<file path="src/p16cpu_pkg.sv">
// shared types and constants for the predicated 16-bit cpu core
// no dependencies
package p16cpu_pkg;

  typedef enum logic [1:0] {
    OP_EXEC    = 2'd0,
    OP_LDRET   = 2'd1,
    OP_IRQ     = 2'd2,
    OP_RESTART = 2'd3
  } op_t;

  typedef enum logic [1:0] {
    ACC_NONE  = 2'd0,
    ACC_READ  = 2'd1,
    ACC_WRITE = 2'd2
  } acc_t;

  localparam logic [3:0] OPC_MOV  = 4'd0;
  localparam logic [3:0] OPC_AND  = 4'd1;
  localparam logic [3:0] OPC_OR   = 4'd2;
  localparam logic [3:0] OPC_XOR  = 4'd3;
  localparam logic [3:0] OPC_ADD  = 4'd4;
  localparam logic [3:0] OPC_ADC  = 4'd5;
  localparam logic [3:0] OPC_STO  = 4'd6;
  localparam logic [3:0] OPC_LD   = 4'd7;
  localparam logic [3:0] OPC_ROR  = 4'd8;
  localparam logic [3:0] OPC_NOT  = 4'd9;
  localparam logic [3:0] OPC_SUB  = 4'd10;
  localparam logic [3:0] OPC_SBC  = 4'd11;
  localparam logic [3:0] OPC_CMP  = 4'd12;
  localparam logic [3:0] OPC_CMPC = 4'd13;
  localparam logic [3:0] OPC_BSWP = 4'd14;
  localparam logic [3:0] OPC_PSR  = 4'd15;

  localparam logic [2:0] PRED_ALWAYS = 3'd0;
  localparam logic [2:0] PRED_NEVER  = 3'd1;
  localparam logic [2:0] PRED_Z      = 3'd2;
  localparam logic [2:0] PRED_NZ     = 3'd3;
  localparam logic [2:0] PRED_C      = 3'd4;
  localparam logic [2:0] PRED_NC     = 3'd5;
  localparam logic [2:0] PRED_S      = 3'd6;
  localparam logic [2:0] PRED_NS     = 3'd7;

  localparam logic [3:0] REG_ZERO = 4'd0;
  localparam logic [3:0] REG_PC   = 4'd15;

  localparam int FLAG_Z_BIT  = 0;
  localparam int FLAG_C_BIT  = 1;
  localparam int FLAG_S_BIT  = 2;
  localparam int FLAG_EI_BIT = 3;
  localparam logic [7:0] SOFT_IRQ_BITS = 8'hF0;

  localparam logic CFG_RESET_VEC = 1'b0;
  localparam logic CFG_IRQ_VEC   = 1'b1;

  typedef struct packed {
    logic [1:0]  operation;
    logic [15:0] instruction_word;
    logic [15:0] operand_word;
    logic [15:0] load_data;
  } in_beat_t;

  typedef struct packed {
    logic [1:0]  access_kind;
    logic [15:0] access_address;
    logic [15:0] write_data;
    logic [15:0] next_fetch_address;
    logic [7:0]  status_word;
    logic        awaiting_load;
  } out_beat_t;

  // one architectural update computed by the execute logic
  typedef struct packed {
    logic        reg_we;
    logic [3:0]  reg_idx;
    logic [15:0] reg_val;
    logic [15:0] pc;
    logic [7:0]  flags;
    logic        save_we;
    logic [15:0] save_pc;
    logic [7:0]  save_st;
    logic [4:0]  pend;
    logic        restart;
    logic [1:0]  kind;
    logic [15:0] addr;
    logic [15:0] wdata;
  } upd_t;

endpackage

</file>
<file path="src/p16cpu_exec.sv">
// combinational execute logic: one item against current architectural state
// depends on p16cpu_pkg
module p16cpu_exec import p16cpu_pkg::*; (
  input  in_beat_t    item,
  input  logic [15:0] rd_src,
  input  logic [15:0] rd_dst,
  input  logic [15:0] pc,
  input  logic [7:0]  flags,
  input  logic [15:0] ret_pc,
  input  logic [7:0]  saved_st,
  input  logic [4:0]  pend,
  input  logic [15:0] irq_vec,
  output upd_t        upd
);

  logic [2:0]  pred;
  logic        len;
  logic [3:0]  opc;
  logic [3:0]  src;
  logic [3:0]  dst;
  logic        holds;
  logic        cin;
  logic [15:0] pc_inc;
  logic [15:0] src_val;
  logic [15:0] dst_val;
  logic [15:0] ea;
  logic [16:0] sum;
  logic [15:0] res;
  logic        cout;
  logic        keep;
  logic        wr;
  logic [3:0]  tgt;
  logic [7:0]  psr_val;

  assign pred = item.instruction_word[15:13];
  assign len  = item.instruction_word[12];
  assign opc  = item.instruction_word[11:8];
  assign src  = item.instruction_word[7:4];
  assign dst  = item.instruction_word[3:0];
  assign cin  = flags[FLAG_C_BIT];
  assign pc_inc = pc + (len ? 16'd2 : 16'd1);
  // r15 as an operand reads the already advanced pc
  assign src_val = (src == REG_PC) ? pc_inc : rd_src;
  assign dst_val = (dst == REG_PC) ? pc_inc : rd_dst;
  assign ea = src_val + (len ? item.operand_word : 16'd0);
  assign psr_val = ea[7:0];

  // predicate check
  always_comb begin
    case (pred)
      PRED_ALWAYS: holds = 1'b1;
      PRED_NEVER:  holds = 1'b0;
      PRED_Z:      holds = flags[FLAG_Z_BIT];
      PRED_NZ:     holds = ~flags[FLAG_Z_BIT];
      PRED_C:      holds = flags[FLAG_C_BIT];
      PRED_NC:     holds = ~flags[FLAG_C_BIT];
      PRED_S:      holds = flags[FLAG_S_BIT];
      default:     holds = ~flags[FLAG_S_BIT];
    endcase
  end

  // shared adder for add, adc, sub, sbc and compares
  always_comb begin
    case (opc)
      OPC_ADD:  sum = {1'b0, dst_val} + {1'b0, ea};
      OPC_ADC:  sum = {1'b0, dst_val} + {1'b0, ea} + {16'd0, cin};
      OPC_SBC,
      OPC_CMPC: sum = {1'b0, dst_val} + {1'b0, ~ea} + {16'd0, cin};
      default:  sum = {1'b0, dst_val} + {1'b0, ~ea} + 17'd1;
    endcase
  end

  // result select
  always_comb begin
    res  = 16'd0;
    cout = cin;
    keep = 1'b0;
    wr   = 1'b1;
    tgt  = dst;
    case (opc)
      OPC_MOV:  res = ea;
      OPC_AND:  res = dst_val & ea;
      OPC_OR:   res = dst_val | ea;
      OPC_XOR:  res = dst_val ^ ea;
      OPC_ADD, OPC_ADC, OPC_SUB, OPC_SBC: begin
        res = sum[15:0]; cout = sum[16];
      end
      OPC_CMP, OPC_CMPC: begin
        res = sum[15:0]; cout = sum[16]; tgt = REG_ZERO;
      end
      OPC_STO, OPC_LD: begin
        keep = 1'b1; wr = 1'b0;
      end
      OPC_ROR: begin
        res = {cin, ea[15:1]}; cout = ea[0];
      end
      OPC_NOT:  res = ~ea;
      OPC_BSWP: res = {ea[7:0], ea[15:8]};
      default: begin
        if (dst == REG_PC || dst == REG_ZERO) begin
          keep = 1'b1; wr = 1'b0;
        end else if (src == REG_ZERO) begin
          res = {8'd0, flags};
        end else begin
          res = dst_val; wr = 1'b0;
        end
      end
    endcase
  end

  // state update
  always_comb begin
    upd = '0;
    upd.pc      = pc;
    upd.flags   = flags;
    upd.pend    = pend;
    upd.save_pc = pc;
    upd.save_st = flags & ~SOFT_IRQ_BITS;
    upd.reg_idx = tgt;
    upd.reg_val = res;
    case (item.operation)
      OP_RESTART: upd.restart = 1'b1;
      OP_LDRET: begin
        if (pend[4]) begin
          upd.reg_idx = pend[3:0];
          upd.reg_val = item.load_data;
          upd.reg_we  = 1'b1;
          upd.pend    = 5'd0;
          if (pend[3:0] == REG_PC) begin
            upd.pc = item.load_data;
          end else begin
            upd.flags[FLAG_S_BIT] = item.load_data[15];
            upd.flags[FLAG_Z_BIT] = (item.load_data == 16'd0);
          end
        end
      end
      OP_IRQ: begin
        if (!pend[4] && flags[FLAG_EI_BIT]) begin
          upd.save_we = 1'b1;
          upd.pc = irq_vec;
          upd.flags[FLAG_EI_BIT] = 1'b0;
        end
      end
      default: begin
        if (!pend[4]) begin
          upd.pc = pc_inc;
          if (holds) begin
            if (opc == OPC_STO) begin
              upd.kind = ACC_WRITE; upd.addr = ea; upd.wdata = dst_val;
            end
            if (opc == OPC_LD) begin
              upd.kind = ACC_READ; upd.addr = ea; upd.pend = {1'b1, dst};
            end
            if (opc == OPC_PSR && dst == REG_PC) begin
              upd.pc = ret_pc;
              upd.flags = saved_st & ~SOFT_IRQ_BITS;
            end else if (opc == OPC_PSR && dst == REG_ZERO) begin
              upd.flags = psr_val;
              if ((psr_val & SOFT_IRQ_BITS) != 8'd0) begin
                upd.save_we = 1'b1;
                upd.save_pc = pc_inc;
                upd.save_st = psr_val & ~SOFT_IRQ_BITS;
                upd.pc = irq_vec;
                upd.flags[FLAG_EI_BIT] = 1'b0;
              end
            end
            if (wr && tgt != REG_ZERO) begin
              upd.reg_we = 1'b1;
              if (tgt == REG_PC) upd.pc = res;
            end
            if (!keep && tgt != REG_PC) begin
              upd.flags[FLAG_S_BIT] = res[15];
              upd.flags[FLAG_Z_BIT] = (res == 16'd0);
              upd.flags[FLAG_C_BIT] = cout;
            end
          end
        end
      end
    endcase
  end

endmodule

</file>
<file path="src/predicated_16bit_cpu_core_unit.sv">
// the result beat is registered at the accept edge; throughput: one item per
// cycle unless in_stall; state is updated at the accept edge so the next item
// sees it at once; the output register holds while stalled
// reset (rst_n low, synchronous): registers zero, pc = 0, vectors zero
// restart item reloads pc from reset_vector and keeps the vectors
// top level of the predicated 16-bit cpu core, depends on p16cpu_pkg, p16cpu_exec
module predicated_16bit_cpu_core_unit import p16cpu_pkg::*; (
  input  logic        clk,
  input  logic        rst_n,
  input  logic        in_valid,
  output logic        in_stall,
  input  in_beat_t    in_data,
  output logic        out_valid,
  input  logic        out_stall,
  output out_beat_t   out_data,
  input  logic        cfg_we,
  input  logic        cfg_index,
  input  logic [15:0] cfg_wdata
);

  logic [15:0] regs_r [1:15];
  logic [7:0]  flags_r;
  logic [15:0] ret_pc_r;
  logic [7:0]  saved_st_r;
  logic [4:0]  pend_r;
  logic [15:0] rst_vec_r;
  logic [15:0] irq_vec_r;
  logic        out_valid_r;
  out_beat_t   out_r;
  out_beat_t   out_nxt;
  upd_t        upd;
  logic [15:0] rd_src;
  logic [15:0] rd_dst;
  logic        acc;
  logic [3:0]  src_idx;
  logic [3:0]  dst_idx;

  // accept while output slot is free or being drained
  assign in_stall  = out_valid_r & out_stall;
  assign acc       = in_valid & ~in_stall;
  assign out_valid = out_valid_r;
  assign out_data  = out_r;

  assign src_idx = in_data.instruction_word[7:4];
  assign dst_idx = in_data.instruction_word[3:0];
  assign rd_src  = (src_idx == REG_ZERO) ? 16'd0 : regs_r[src_idx];
  assign rd_dst  = (dst_idx == REG_ZERO) ? 16'd0 : regs_r[dst_idx];

  p16cpu_exec u_exec (
    .item     (in_data),
    .rd_src   (rd_src),
    .rd_dst   (rd_dst),
    .pc       (regs_r[15]),
    .flags    (flags_r),
    .ret_pc   (ret_pc_r),
    .saved_st (saved_st_r),
    .pend     (pend_r),
    .irq_vec  (irq_vec_r),
    .upd      (upd)
  );

  // result beat
  always_comb begin
    out_nxt.access_kind        = upd.kind;
    out_nxt.access_address     = upd.addr;
    out_nxt.write_data         = upd.wdata;
    out_nxt.next_fetch_address = upd.restart ? rst_vec_r : upd.pc;
    out_nxt.status_word        = upd.restart ? 8'd0 : upd.flags;
    out_nxt.awaiting_load      = upd.restart ? 1'b0 : upd.pend[4];
  end

  // configuration registers
  always_ff @(posedge clk) begin
    if (!rst_n) begin
      rst_vec_r <= 16'd0;
      irq_vec_r <= 16'd0;
    end else if (cfg_we) begin
      if (cfg_index == CFG_RESET_VEC) rst_vec_r <= cfg_wdata;
      if (cfg_index == CFG_IRQ_VEC)   irq_vec_r <= cfg_wdata;
    end
  end

  // architectural state
  always_ff @(posedge clk) begin
    if (!rst_n) begin
      for (int i = 1; i < 16; i++) regs_r[i] <= 16'd0;
      flags_r    <= 8'd0;
      ret_pc_r   <= 16'd0;
      saved_st_r <= 8'd0;
      pend_r     <= 5'd0;
    end else if (acc) begin
      if (upd.restart) begin
        for (int i = 1; i < 15; i++) regs_r[i] <= 16'd0;
        regs_r[15] <= rst_vec_r;
        flags_r    <= 8'd0;
        ret_pc_r   <= 16'd0;
        saved_st_r <= 8'd0;
        pend_r     <= 5'd0;
      end else begin
        if (upd.reg_we && upd.reg_idx != REG_ZERO && upd.reg_idx != REG_PC)
          regs_r[upd.reg_idx] <= upd.reg_val;
        regs_r[15] <= upd.pc;
        flags_r    <= upd.flags;
        pend_r     <= upd.pend;
        if (upd.save_we) begin
          ret_pc_r   <= upd.save_pc;
          saved_st_r <= upd.save_st;
        end
      end
    end
  end

  // output register
  always_ff @(posedge clk) begin
    if (!rst_n) begin
      out_valid_r <= 1'b0;
    end else if (acc) begin
      out_valid_r <= 1'b1;
    end else if (!out_stall) begin
      out_valid_r <= 1'b0;
    end
  end

  always_ff @(posedge clk) begin
    if (acc) out_r <= out_nxt;
  end

`ifndef SYNTHESIS
  // no accept while the output beat is held
  a_no_acc_held: assert property (@(posedge clk) disable iff (!rst_n)
    (out_valid && out_stall) |-> !acc) else $error("accept while held");
  // an accept always yields a valid beat next cycle
  a_acc_valid: assert property (@(posedge clk) disable iff (!rst_n)
    acc |=> out_valid) else $error("missing result beat");
  // a read access beat always shows a pending load
  a_pend_kind: assert property (@(posedge clk) disable iff (!rst_n)
    (out_valid && out_data.access_kind == ACC_READ) |-> out_data.awaiting_load)
    else $error("read without pending load");
  // state holds when nothing is accepted
  a_hold: assert property (@(posedge clk) disable iff (!rst_n)
    !acc |=> $stable(flags_r) && $stable(pend_r)) else $error("state moved");
`endif

endmodule
</file>
<file path="config.mk">
export PLATFORM = sky130hd
export DESIGN_NAME = predicated_16bit_cpu_core_unit
export DESIGN_NICKNAME = d
export VERILOG_FILES = /design/src/p16cpu_pkg.sv /design/src/p16cpu_exec.sv /design/src/predicated_16bit_cpu_core_unit.sv
export SDC_FILE = /design/constraint.sdc
export NUM_CORES = 1
export LEC_CHECK = 0
export BUFFER_PORTS_ARGS = -buffer_cell sky130_fd_sc_hd__buf_4
export CAP_MARGIN = 10
export CORE_MARGIN = 5
export CORE_UTILIZATION = 55
export CTS_BUF_LIST = sky130_fd_sc_hd__clkbuf_16
export DETAILED_ROUTE_END_ITERATION = 6
export PLACE_DENSITY_LB_ADDON = 0.2
export SLEW_MARGIN = 20
export SYNTH_ARGS = -nofsm -noshare
export SYNTH_HDL_FRONTEND = slang
export SYNTH_SLANG_ARGS = --single-unit
</file>
<file path="constraint.sdc">
create_clock -name clk -period 24.2 [get_ports clk]
set_clock_uncertainty 0.05 [all_clocks]
set_input_delay 4.84 -clock clk [delete_from_list [all_inputs] [get_ports clk]]
set_output_delay 4.84 -clock clk [all_outputs]
set_load 0.02 [all_outputs]
</file>
Word-level counts from Yosys, hierarchy flattened
Memories as Yosys holds them, arrays and structs flattened.
Index checks and enable logic that the tools add are counted.
{"block": "op_classes", "n_addsub": 7, "n_reduce_logical": 38, "n_eq_ne": 34, "n_mul": 0, "bitwise": 29, "magnitude_cmp": 0, "div": 0, "shift": 0, "n_mux": 103}
{"cell": "two-way mux 16 bit", "count": 32}
{"cell": "two-way mux 49 bit", "count": 5}
{"cell": "one-hot mux 16 bit (9 select lines)", "count": 1}
{"cell": "two-way mux 54 bit", "count": 2}
{"cell": "one-hot mux 17 bit (3 select lines)", "count": 1}
{"cell": "two-way mux 25 bit", "count": 2}
{"cell": "== test 4 bit, second input constant", "count": 12}
{"cell": "two-way mux 24 bit", "count": 2}
{"cell": "one-hot mux 16 bit (3 select lines)", "count": 1}
{"cell": "two-way mux 37 bit", "count": 1}
{"cell": "adder 16 x 16 -> 17 bit", "count": 2}
{"cell": "adder 17 x 1 -> 17 bit", "count": 2}
{"cell": "two-way mux 34 bit", "count": 1}
{"cell": "adder 16 bit", "count": 2}
{"cell": "logical NOT 16 bit", "count": 2}
{"cell": "two-way mux 1 bit", "count": 32}
{"cell": "two-way mux 4 bit", "count": 6}
{"cell": "two-way mux 20 bit", "count": 1}
{"cell": "OR reduction 6 bit", "count": 3}
{"cell": "adder 17 x 1 -> 17 bit, second input constant", "count": 1}
{"cell": "two-way mux 17 bit", "count": 1}
{"cell": "bitwise AND 16 bit", "count": 1}
{"cell": "== test 4 x 3 -> 1 bit, second input constant", "count": 4}
{"cell": "NOT 16 bit", "count": 1}
{"cell": "other kinds (39)", "count": 93}
{"block": "totals", "mem_count": 1, "in_bits": 72, "latch_bits": 0, "romBits": 0, "ram_bits": 240, "regBits": 125}
{"name": "regs_r", "depth": 15, "word_bits": 16, "rd": 3, "rd_ports_with_merged_regs": 0, "write_ports": 15, "line": "predicated_16bit_cpu_core_unit.sv:21", "source": "logic [15:0] regs_r [1:15];"}

Depth between registers and ports, before layout
{"block": "depth", "word_depth": 21, "mapped_depth": 32, "mapped_depth_nobuf": 28}

Cells and area by module
From an unflattened synthesis, not the netlist that was laid out.
{"block": "hier_totals", "cells_unflattened": 2659, "area_unflattened_um2": 26824.5}
{"mod": "predicated_16bit_cpu_core_unit", "area_per_inst_um2": 17858.4, "n_inst": 1, "cells_each": 1245}
{"mod": "p16cpu_exec", "area_per_inst_um2": 8966.1, "n_inst": 1, "cells_each": 1414}

Worst setup path after synthesis
No wires, ideal clock.
{"block": "synth_timing", "path_type": "input to register", "start": "input port in_data[39] in the netlist's numbering", "end": "memory regs_r[10][12] (data pin)", "setup_slack_ps": 12083, "t_required_ps": 23885, "setup_time_ps": 265, "arrival_time_ps": 11802, "path_stages": 28, "cell_sequence": "clkbuf_1 buf_1 buf_1 nand2_1 nor3_1 a22o_1 ha_1 inv_1 fa_1 nand2b_1 nand2b_1 a21o_1 xor2_1 inv_1 ha_1 buf_4 o211a_1 a221oi_1 xnor2_1 nand4_1 a2111oi_4 nor3b_2 nand3_1 xor2_1 a221o_1 mux2i_1 buf_2 nor2_1"}
{"element": "from (decl)", "line": "predicated_16bit_cpu_core_unit.sv:12", "source": "input in_beat_t in_data,"}
{"element": "to (decl)", "line": "predicated_16bit_cpu_core_unit.sv:21"}

==> reports/results.txt <==
outcome - finished, violations left
failing checks - design-rule violations
WL final - 102,000 um
placed cell count - 3,221
PD cells - 80.0 nW/um^2
Syn Area/Cell - 10.2 um^2
main flop type after synthesis - edfxtp_1
Synth async-reset ratio - 0
mux contribution to synthesized area - 0.149
Max Cap Violations - 0
netlist area before placement - 26,400 um^2
Final setup viols - 0
leak pwr - 0.0113 uW
CTS tree - yes
RSZ-0062 raised after global routing - no
vias in the first global route - 22,400
most frequent cells in the layout - nor2_1, edfxtp_1, nand2_1, buf_4, mux4_2
ranking of synthesized cells by area - edfxtp_1, mux4_2, nor2_1, dfxtp_1, ha_1
cell count after synthesis - 2,597
total track usage - 0.375
1st-iter DRT viols - 3,329
Die ar. - 52,400 um^2
Design Area, Final - 29,300 um^2
critical path type - input port to register
port buffer count - 132
count of state elements after synthesis - 381
commonest non-fill, non-tap cell in the layout - nor2_1
Critical Path RT - 24,460 ps
largest family of logic cells by synthesized area - simple AND/OR/NAND/NOR gates
Hold Crit Class - register to register
detailed-route via count - 23,300
Startpoint Class - input port
Layout Nets - 2,805
Area after DPL - 27,800 um^2
Root Driver - clkbuf_16
cell row count - 80
H-tree Lvls - 2
clock power share - 0.295
largest net degree at the start of global routing - 67
crit end category - register
Post-CTS Setup Repair Bufs - 0
Compound-Gate Fraction of Synth Area - 0.159
Setup TNS - 0 ps
maximum vdd drop - 65.4 uV
layout cells sized above 1 - 0.172
Synth top area share - 0.359
fillers - 3,858
Final Hold Fails - 0
Synth area leader - edfxtp_1
initial core utilization - 0.555
Final Max Slew Viols - 0
Tmin final - 13,470 ps
first-pass GRT wire length - 148,000 um
Via density - 7.07
sequential-to-total area share from yosys stat - 0.409
clock-pin slew on the worst setup and hold paths - 60 ps
HPWL after detailed placement - 72,600 um
Max clock buf depth - 3
internal power - 1450 uW
Yosys warnings - 0
core box area - 47,500 um^2
xor-xnor portion of the synthesized cell area - 0.0315
EDFF count, synth - 315
antenna viol nets, final - 0
Tcrit/Tclk final - 0.557
simple-gate share of the synthesized area - 0.165
Hold Buf Count CTS - 0
Adder-Cell Fraction of Synth Area - 0.0405
clock sink total - 381
final cell count without fillers - 3,298
Worst slew margin - 0.144
Synth cell types - 104
sequential share of power - 0.332
I/O Pins - 133
Net Sw Frac - 0.380
GPL Wtd Cong - 1.01
Total Power - 2340 uW
# resized after CTS - 0
DRC - 4
CP max FO - 39
Area Overhead vs Synth - 11.0%
Max Fclk - 0.0742 GHz
Die W - 229 um
Num CTS Buffers - 42
switching power - 890 uW
drt pass-1 iters - 7
worst slew pin tran - 1270 ps
initial antenna violation count - 6
clk_lat worst skew - 600 ps
die height - 229 um
routed length per instance - 31.0 um
Layout Utilization - 0.616
global route total overflow - 0
Worst EP arrival - 13,730 ps
logic gate share of total power - 0.373
layout make-up:
cell class / count / area, um^2 / area share
Antenna cell: 2 / 5.00 / 0.000171
Clock buffer: 43 / 1080 / 0.0368
Clock inverter: 32 / 394 / 0.0135
Inverter: 91 / 342 / 0.0117
Multi-Input combinational cell: 1944 / 14500 / 0.495
Sequential cell: 381 / 10800 / 0.368
Tap cell: 615 / 769 / 0.0263
Timing Repair Buffer: 190 / 1430 / 0.0487
worst max-delay path, stage by stage:
cell and delay, ps:
buf_4 430, buf_4 730, mux4_2 620, mux4_2 490
a22o_1 220, ha_1 230, inv_1 90, fa_1 210
nand2b_1 140, nand2b_1 80, a21o_1 200, xor2_1 260
buf_4 260, inv_1 140, ha_1 500, inv_2 140
a21oi_1 720, xnor2_1 210, nor4b_1 770, nand3_1 240
and3_1 250, a2111oi_0 400, o221a_2 260, o21ai_0 440
mux2i_1 410, buf_4 290, nor2_1 80
cells in the mapped netlist (40+ instances only):
master,n
edfxtp_1,315
nor2_1,396
mux4_2,142
clkbuf_1,135
ha_1,79
nand2_1,234
a21boi_0,40
mux2i_1,60
and2_1,44
xnor2_1,66
dfxtp_1,66
nor3_1,45
inv_1,88
nand3_1,48
o21ai_0,79
a22oi_1,50
nor2b_1,46
a21oi_1,119
registers in the layout (all words and copies together), names as in the netlist:
signal      cells
regs_r        256
saved_st_r      4
flags_r         8
rst_vec_r      16
ret_pc_r       16
irq_vec_r      16
pend_r          5
out_data       59
out_valid       1
power by group through the flow:
| stage | sequential [uW] | combinational, uW | clock [uW] |
|---|---|---|---|
| 2_1_floorplan | 782 | 558 | 0 |
| 3_3_place_gp | 787 | 832 | 0 |
| 3_5_place_dp | 790 | 836 | 0 |
| 4_1_cts | 776 | 841 | 689 |
| 5_1_grt | 780 | 911 | 717 |
| 6_report | 778 | 873 | 691 |
logic make-up after synthesis:
group                      after synthesis
DFF                                    381
muxes                                  213
AOI/OAI and AO/OA                      587
buffers and inverters                  287
xor gates and xnor gates                94
other                                    1
adders and majority gates               83
and+or+nand+nor                        951
per-stage QoR:
stage               hold slack (ps)  worst slack (ps)
floorplan                       389             12080
global placement                403             10440
detailed placement              411             10140
CTS                             419             10730
global route                    439             10240
finish                          423             10730
layer usage:
layer,wire [um],vias up,GRT usage
met4,6420,4,0.184
met1,37800,11300,0.504
li1,-,9812,-
met3,13300,384,0.0988
met2,44700,1801,0.570
met5,27,-,0
final timing paths:
kind / endpoint / slack, ps / startpoint / cells after the start
setup reg to reg: regs_r[15][11] / 14990 / regs_r[15][0] / 23
hold reg to reg: rst_vec_r[14] / 420 / rst_vec_r[14] / 2
setup / recovery: regs_r[13][13] / 10730 / in_data[36] / 27
hold / removal: rst_vec_r[14] / 420 / rst_vec_r[14] / 2
Note: power is estimated with default switching activity, not from simulation.
